### config.mk
export PLATFORM = sky130hd
export DESIGN_NAME = indexed_list_store_top
export DESIGN_NICKNAME = d
export VERILOG_FILES = /design/src/rtl/core/ils_pkg.sv /design/src/rtl/core/indexed_list_store_top.sv /design/src/rtl/core/ils_ram.sv
export VERILOG_INCLUDE_DIRS = /design/src /design/src/rtl/core
export SDC_FILE = /design/constraint.sdc
export NUM_CORES = 2
export LEC_CHECK = 0
export ABC_AREA = 1
export BUFFER_PORTS_ARGS = -buffer_cell sky130_fd_sc_hd__clkbuf_2
export CAP_MARGIN = 15
export CORE_ASPECT_RATIO = 0.5
export CORE_UTILIZATION = 50
export DETAILED_ROUTE_END_ITERATION = 8
export HOLD_SLACK_MARGIN = 0.15
export PLACE_DENSITY = 0.69
export SYNTH_ARGS = -nofsm -noshare
export SYNTH_HDL_FRONTEND = slang
export SYNTH_SLANG_ARGS = --single-unit
### constraint.sdc
create_clock -name clk_i -period 6.4 [get_ports clk_i]
set_input_delay 0 -clock clk_i [delete_from_list [all_inputs] [get_ports clk_i]]
set_output_delay 0 -clock clk_i [all_outputs]
set_load 0.03 [all_outputs]
### src/rtl/core/indexed_list_store_top_assert.svh
// Assertion macros for the list store.
// Both expect clk_i and rst_ni in scope; checks are off while reset is low.
`ifndef INDEXED_LIST_STORE_TOP_ASSERT_SVH
`define INDEXED_LIST_STORE_TOP_ASSERT_SVH

// Same-cycle implication
`define ILS_CHECK(lbl, ante, cons, msg) \
  lbl: assert property (@(posedge clk_i) disable iff (!rst_ni) (ante) |-> (cons)) \
    else $error(msg);

// Next-cycle implication
`define ILS_CHECK_NEXT(lbl, ante, cons, msg) \
  lbl: assert property (@(posedge clk_i) disable iff (!rst_ni) (ante) |=> (cons)) \
    else $error(msg);

`endif

### src/rtl/core/ils_pkg.sv
package ils_pkg;

  // Request codes
  typedef enum logic [2:0] {
    OP_APPEND = 3'd0,
    OP_INSERT = 3'd1,
    OP_READ   = 3'd2,
    OP_MODIFY = 3'd3,
    OP_DELETE = 3'd4
  } op_e;

  // Result status codes
  typedef enum logic [1:0] {
    ST_OK    = 2'd0,
    ST_RANGE = 2'd1,
    ST_FULL  = 2'd2
  } status_e;

  // Field widths
  localparam int unsigned OpW    = 3;
  localparam int unsigned PosW   = 8;
  localparam int unsigned ValW   = 32;
  localparam int unsigned StW    = 2;
  localparam int unsigned CountW = 7;
  localparam int unsigned InDataW  = 48;
  localparam int unsigned OutDataW = 48;

  // Sequencer states
  typedef enum logic [2:0] {
    S_IDLE,
    S_INS_RD,
    S_INS_WR,
    S_PUT,
    S_RD_ISSUE,
    S_RD_WAIT,
    S_DEL_RD,
    S_DEL_WR
  } state_e;

endpackage

### src/rtl/core/indexed_list_store_top.sv
// Bounded ordered list of signed 32-bit words held in a single-port-write RAM of
// CAPACITY entries. Each request word carries an operation (append, insert at
// position, read, modify, delete), a position and a value, and yields exactly one
// result word with the value read, a status (ok, out of range, full), the element
// count after the operation and an empty flag. One request is handled at a time
// and the input is ready only while the sequencer is idle and no finished result
// is waiting for the output register; a finished result sits in the output
// register, so the next request may be taken before it is drained.
// Each entry moved by insert or delete is one registered read from the RAM
// followed by one write, stepped by a single index adder.
// The count output is 7 bits wide and wraps for a CAPACITY above 127.
module indexed_list_store_top #(
  parameter int unsigned CAPACITY = 64
) (
  input  logic                           clk_i,
  input  logic                           rst_ni,
  // s_axis_tdata: operation[2:0], position[10:3], value[42:11], zero fill
  input  logic                           s_axis_tvalid,
  output logic                           s_axis_tready,
  input  logic [ils_pkg::InDataW-1:0]    s_axis_tdata,
  // m_axis_tdata: read_value[31:0], status[33:32], element_count[40:34],
  // is_empty[41], zero fill
  output logic                           m_axis_tvalid,
  input  logic                           m_axis_tready,
  output logic [ils_pkg::OutDataW-1:0]   m_axis_tdata
);

  import ils_pkg::*;

  `include "indexed_list_store_top_assert.svh"

  localparam int unsigned AW = (CAPACITY > 1) ? $clog2(CAPACITY) : 1;
  localparam int unsigned LW = $clog2(CAPACITY + 1);
  localparam int unsigned CW = (LW > PosW) ? LW : PosW;

  // Input word fields
  logic [OpW-1:0]  in_op;
  logic [PosW-1:0] in_pos;
  logic [ValW-1:0] in_val;
  assign in_op  = s_axis_tdata[OpW-1:0];
  assign in_pos = s_axis_tdata[OpW+PosW-1:OpW];
  assign in_val = s_axis_tdata[OpW+PosW+ValW-1:OpW+PosW];

  state_e          state_q, state_d;
  logic [LW-1:0]   len_q, len_d;
  logic [LW-1:0]   idx_q, idx_d;
  logic [LW-1:0]   pos_q, pos_d;
  logic [OpW-1:0]  op_q, op_d;
  logic [ValW-1:0] val_q, val_d;
  logic [ValW-1:0] rd_q, rd_d;
  logic [StW-1:0]  st_q, st_d;
  logic            done_q, done_d;
  logic            m_valid_q, m_valid_d;
  logic [OutDataW-1:0] m_data_q, m_data_d;

  // RAM port
  logic            ram_we;
  logic [AW-1:0]   ram_waddr;
  logic [ValW-1:0] ram_wdata;
  logic [AW-1:0]   ram_raddr;
  logic [ValW-1:0] ram_rdata;

  ils_ram #(
    .Width (ValW),
    .Depth (CAPACITY)
  ) u_ram (
    .clk_i   (clk_i),
    .we_i    (ram_we),
    .waddr_i (ram_waddr),
    .wdata_i (ram_wdata),
    .raddr_i (ram_raddr),
    .rdata_o (ram_rdata)
  );

  // Shared index stepper: down while shifting up for insert, up for delete
  logic          step_dec;
  logic [LW-1:0] idx_step;
  assign step_dec = (state_q == S_INS_RD) || (state_q == S_INS_WR);
  assign idx_step = idx_q + (step_dec ? {LW{1'b1}} : LW'(1));

  // Range and fill checks on the incoming word
  logic in_range;
  logic is_full;
  assign in_range = CW'(in_pos) < CW'(len_q);
  assign is_full  = len_q >= LW'(CAPACITY);

  // Result word assembly
  logic [CW-1:0]     cnt_ext;
  logic [CountW-1:0] cnt_out;
  assign cnt_ext = CW'(len_q);
  assign cnt_out = cnt_ext[CountW-1:0];

  assign s_axis_tready = (state_q == S_IDLE) && !done_q;
  assign m_axis_tvalid = m_valid_q;
  assign m_axis_tdata  = m_data_q;

  // Sequencer: next state, datapath controls and RAM port
  always_comb begin
    state_d   = state_q;
    len_d     = len_q;
    idx_d     = idx_q;
    pos_d     = pos_q;
    op_d      = op_q;
    val_d     = val_q;
    rd_d      = rd_q;
    st_d      = st_q;
    done_d    = 1'b0;
    m_valid_d = m_valid_q;
    m_data_d  = m_data_q;
    ram_we    = 1'b0;
    ram_waddr = idx_q[AW-1:0];
    ram_wdata = ram_rdata;
    ram_raddr = idx_step[AW-1:0];

    // output register drains independently
    if (m_valid_q && m_axis_tready) begin
      m_valid_d = 1'b0;
    end

    case (state_q)
      S_IDLE: begin
        if (done_q) begin
          // hand the finished result over once the output register is free
          if (m_valid_d) begin
            done_d = 1'b1;
          end else begin
            m_valid_d = 1'b1;
            m_data_d  = {{(OutDataW-ValW-StW-CountW-1){1'b0}},
                         (cnt_out == '0), cnt_out, st_q, rd_q};
          end
        end else if (s_axis_tvalid) begin
          op_d  = in_op;
          val_d = in_val;
          rd_d  = '0;
          st_d  = ST_OK;
          idx_d = len_q;
          pos_d = LW'(in_pos);
          case (in_op)
            OP_APPEND, OP_INSERT: begin
              if (is_full) begin
                st_d   = ST_FULL;
                done_d = 1'b1;
              end else begin
                if (in_op == OP_APPEND || !in_range) begin
                  pos_d = len_q;
                end
                state_d = S_INS_RD;
              end
            end
            OP_READ, OP_MODIFY, OP_DELETE: begin
              if (!in_range) begin
                st_d   = ST_RANGE;
                done_d = 1'b1;
              end else begin
                idx_d = LW'(in_pos);
                case (in_op)
                  OP_READ:   state_d = S_RD_ISSUE;
                  OP_MODIFY: state_d = S_PUT;
                  default:   state_d = S_DEL_RD;
                endcase
              end
            end
            default: begin
              done_d = 1'b1;
            end
          endcase
        end
      end
      S_INS_RD: begin
        // fetch entry below the index while it lies above the target
        if (idx_q > pos_q) begin
          state_d = S_INS_WR;
        end else begin
          state_d = S_PUT;
        end
      end
      S_INS_WR: begin
        ram_we  = 1'b1;
        idx_d   = idx_step;
        state_d = S_INS_RD;
      end
      S_PUT: begin
        ram_we    = 1'b1;
        ram_waddr = pos_q[AW-1:0];
        ram_wdata = val_q;
        if (op_q != OP_MODIFY) begin
          len_d = len_q + LW'(1);
        end
        done_d  = 1'b1;
        state_d = S_IDLE;
      end
      S_RD_ISSUE: begin
        ram_raddr = pos_q[AW-1:0];
        state_d   = S_RD_WAIT;
      end
      S_RD_WAIT: begin
        rd_d    = ram_rdata;
        done_d  = 1'b1;
        state_d = S_IDLE;
      end
      S_DEL_RD: begin
        // pull the next entry down while one remains above the index
        if (idx_step < len_q) begin
          state_d = S_DEL_WR;
        end else begin
          len_d   = len_q - LW'(1);
          done_d  = 1'b1;
          state_d = S_IDLE;
        end
      end
      S_DEL_WR: begin
        ram_we  = 1'b1;
        idx_d   = idx_step;
        state_d = S_DEL_RD;
      end
      default: begin
        state_d = S_IDLE;
      end
    endcase
  end

  // Control registers
  always_ff @(posedge clk_i or negedge rst_ni) begin
    if (!rst_ni) begin
      state_q   <= S_IDLE;
      len_q     <= '0;
      done_q    <= 1'b0;
      m_valid_q <= 1'b0;
    end else begin
      state_q   <= state_d;
      len_q     <= len_d;
      done_q    <= done_d;
      m_valid_q <= m_valid_d;
    end
  end

  // Payload registers
  always_ff @(posedge clk_i) begin
    idx_q    <= idx_d;
    pos_q    <= pos_d;
    op_q     <= op_d;
    val_q    <= val_d;
    rd_q     <= rd_d;
    st_q     <= st_d;
    m_data_q <= m_data_d;
  end

  // Check terms
  logic idx_ok;
  logic len_frozen;
  assign idx_ok     = (idx_q <= len_q) && (idx_q < LW'(CAPACITY));
  assign len_frozen = state_q inside {S_IDLE, S_RD_ISSUE, S_RD_WAIT, S_INS_WR, S_DEL_WR};

  // Checks
  `ILS_CHECK(a_len_bound, 1'b1, len_q <= LW'(CAPACITY), "element count above capacity")
  `ILS_CHECK(a_ins_idx, step_dec, idx_ok, "insert index out of bounds")
  `ILS_CHECK_NEXT(a_len_src, len_frozen, $stable(len_q), "count changed outside put or delete end")
  `ILS_CHECK(a_no_accept_pending, done_q, !s_axis_tready, "input ready while result pending")

endmodule

### src/rtl/core/ils_ram.sv
module ils_ram #(
  parameter int unsigned Width = 32,
  parameter int unsigned Depth = 64
) (
  input  logic                     clk_i,
  input  logic                     we_i,
  input  logic [$clog2(Depth)-1:0] waddr_i,
  input  logic [Width-1:0]         wdata_i,
  input  logic [$clog2(Depth)-1:0] raddr_i,
  output logic [Width-1:0]         rdata_o
);

  logic [Width-1:0] mem_q [Depth];

  // One write port, one registered read port
  always_ff @(posedge clk_i) begin
    if (we_i) begin
      mem_q[waddr_i] <= wdata_i;
    end
    rdata_o <= mem_q[raddr_i];
  end

endmodule
==> qor.yml <==
die:
  die_x_um: 623.1
  fp.dieH_um: 312.6
  start_util_pct: 50.57
  coreArea_sq_mm: 0.1907
  rows: 113
  ios: 102
  die-area_sq_mm: 0.1948
layout:
  nFillCells: 15328
  syn_to_final_growth_pct: 11.61
  fin_area_sq_mm: 0.1076
  antenna_cells: 0
  layout_commonest_cell: "edfxtp_1"
  layout-drive-gt1-share_pct: 6.926
  nNetsFinal: 9485
  stdcell_count: 12088
  final_cell_mix: "edfxtp_1, nand3_1, nand2_1"
clock_tree:
  htree_levels: 4
  cts.sink_count: 2217
  post_cts_resized: 0
  clkTransAtPathRegs_ns: 0.06
  cts_buffers: 193
  clock_latency_ns: 0.84
  cts_tree: "done"
  cts_root_buf: "clkbuf_16"
  cts_hold_buf: 102
  cts_setup_buffers: 0
  clk_path_buf_depth: 3
grt:
  grt_first_pass_wirelength_um: 393400
  grt_antenna_before_repair: 3
  first_global_vias: 62178
  grt.total_usage_pct: 27.23
  gr-total-overflow: 0
  grt_max_degree: 131
worst_setup_path:
  critPathKind: "register to register"
  path_max_fanout: 64
  worstSetupStartpointType: "register"
  required_ns: 7.16
  critPathCaptureType: "register"
  worstPathArrival_ns: 5.58
timing:
  fin_tns_setup_ns: 0
  max_freq_ghz: 0.2075
  hold_viol: 0
  relSlewSlack_pct: 14.57
  setup_viol: 0
  fin_crit_ns: 4.818
  rsz0062_at_grt: "no"
  holdWs_ns: 0.2034
  finalMaxSlewViolations: 0
  fin_skew_ns: 0.02941
  tightestPinTransition_ns: 1.282
  layout_worst_path_cycle_share_pct: 75.28
place:
  dp.cells: 11634
  place_area_sq_mm: 0.1007
  gp_congestion: 0.8624
  io_buffers: 90
  dp_hpwl_um: 145200
yosys:
  yosys_warnings: 0
  syn_inst: 9303
  synth_area_sq_mm: 0.09646
  ys_types: 39
  seq_area_frac_synth_pct: 68.63
  synth.avg_cell_area_sq_um: 10.37
  ys_seq_elements: 2217
routing:
  wirelength_um: 269000
  wl_per_cell_um: 22.25
  drc: 0
  first_pass_iters: 6
  antenna_left: 0
  drt_iter0_markers: 9461
  vias: 66315
  viasPerCell: 5.486
worst_hold_path:
  min_path_type: "input port to register"
flow_run:
  maxCapViolations: 0
run_status:
  status: "completed"
[cell usage after synthesis]
library cell | n | area [sq um]
a211oi_1 | 1 | 7.510
a21o_1 | 1 | 7.510
a21oi_1 | 23 | 115.1
a31oi_2 | 1 | 12.51
buf_1 | 32 | 120.1
buf_2 | 219 | 1096
buf_4 | 23 | 172.7
clkbuf_1 | 211 | 792.0
clkinv_1 | 1 | 3.750
conb_1 | 1 | 3.750
dfrtp_1 | 12 | 300.3
dfxtp_1 | 32 | 640.6
edfxtp_1 | 2173 | 65250
fa_1 | 2 | 40.04
ha_1 | 29 | 362.9
inv_1 | 2025 | 7601
inv_2 | 2 | 7.510
nand2_1 | 2126 | 7980
nand2_2 | 4 | 25.02
nand3_1 | 2170 | 10860
nand3_2 | 1 | 10.01
nand3b_1 | 2 | 15.01
nand4_1 | 6 | 37.54
nor2_1 | 119 | 446.7
nor2_4 | 1 | 11.26
nor3_1 | 6 | 30.03
nor3_2 | 2 | 20.02
nor3_4 | 1 | 16.27
nor3b_1 | 1 | 7.510
nor4_1 | 4 | 25.02
nor4b_1 | 1 | 8.760
o21ai_0 | 50 | 250.2
o21ai_1 | 4 | 20.02
o21ai_2 | 4 | 35.03
o21ai_4 | 2 | 32.53
o21bai_1 | 1 | 7.510
or2_2 | 3 | 18.77
xnor2_1 | 3 | 26.28
xor2_1 | 4 | 35.03
[layer usage]
metal  track usage, %  part of all wire (%)
met5                0                     0
met4            11.01                   4.0
met3            5.850                    12
met2            42.81                    45
met1            37.16                    39
[kinds of logic (layout without fill, tap and decap cells)]
logic type / after synthesis / after routing / share of synthesized area, %
buf+inv: 2513 / 2763 / 10.15
other cells: 1 / 6 / 0.003888
compound gates: 87 / 87 / 0.5059
simple gates: 4447 / 4447 / 20.23
xor+xnor: 7 / 7 / 0.06356
flops: 2217 / 2217 / 68.63
fa+ha+maj: 31 / 31 / 0.4177
[layout make-up]
| type | count | area (sq um) | share of cell area, % |
|---|---|---|---|
| multi-input cells | 4578 | 21450 | 19.93 |
| clock buffers | 277 | 5381 | 4.999 |
| well taps | 2530 | 3166 | 2.941 |
| clock inverters | 74 | 538.0 | 0.4998 |
| repair buffers | 384 | 3292 | 3.058 |
| flip-flops and latches | 2217 | 66190 | 61.49 |
| inverters | 2028 | 7625 | 7.083 |
[metrics by stage]
step	util (%)	worst slack (ns)
after floorplan	-	1.310
after global placement	52.77	1.911
final	56.44	1.582
after global routing	56.44	1.400
after detailed placement	52.80	1.848
after CTS	56.44	1.800
[flip-flops by register name (all words and copies together) (netlist names)]
register / flops
val_q: 32
pos_q: 7
rd_q: 32
cnt_out: 7
m_axis_tdata: 42
op_q: 3
idx_q: 7
st_q: 2
state_q: 3
u_ram.mem_q: 2048
u_ram.rdata_o: 32
done_q: 1
m_axis_tvalid: 1
[worst paths after layout]
check | depth (start not counted) | endpoint | slack, ns | start
max | 17 | u_ram.rdata_o[6]$_DFF_P_ | 1.58 | state_q[2]$_DFFE_PN0P_
min | 4 | pos_q[1]$_DFFE_PP_ | 0.20 | s_axis_tdata[4]
max reg2reg | 17 | u_ram.rdata_o[6]$_DFF_P_ | 1.58 | state_q[2]$_DFFE_PN0P_
min reg2reg | 0 | m_axis_tdata[15]$_DFFE_PP_ | 0.42 | rd_q[15]$_SDFFCE_PP0P_
max in group asynchronous | 3 | state_q[1]$_DFFE_PN0P_ | 5.69 | rst_ni
min in group asynchronous | 3 | cnt_out[4]$_DFFE_PN0P_ | 0.29 | rst_ni
[critical path: stages, from the launching register on]
cell,delay [ns]
dfrtp_1,0.51
inv_1,0.17
nand2_1,0.07
nor2_1,0.19
inv_1,0.06
nand2_1,0.24
inv_1,0.09
fa_1,0.47
inv_1,0.13
nand2_1,0.10
o21ai_4,0.45
buf_4,0.81
nand3_1,0.18
nand3_1,0.12
nand3_1,0.14
nand3_1,0.27
nand3_1,0.43
nand2_1,0.20
Power is not shown: default switching activity piles up to over one toggle a cycle in this logic, so the estimate is an artifact.
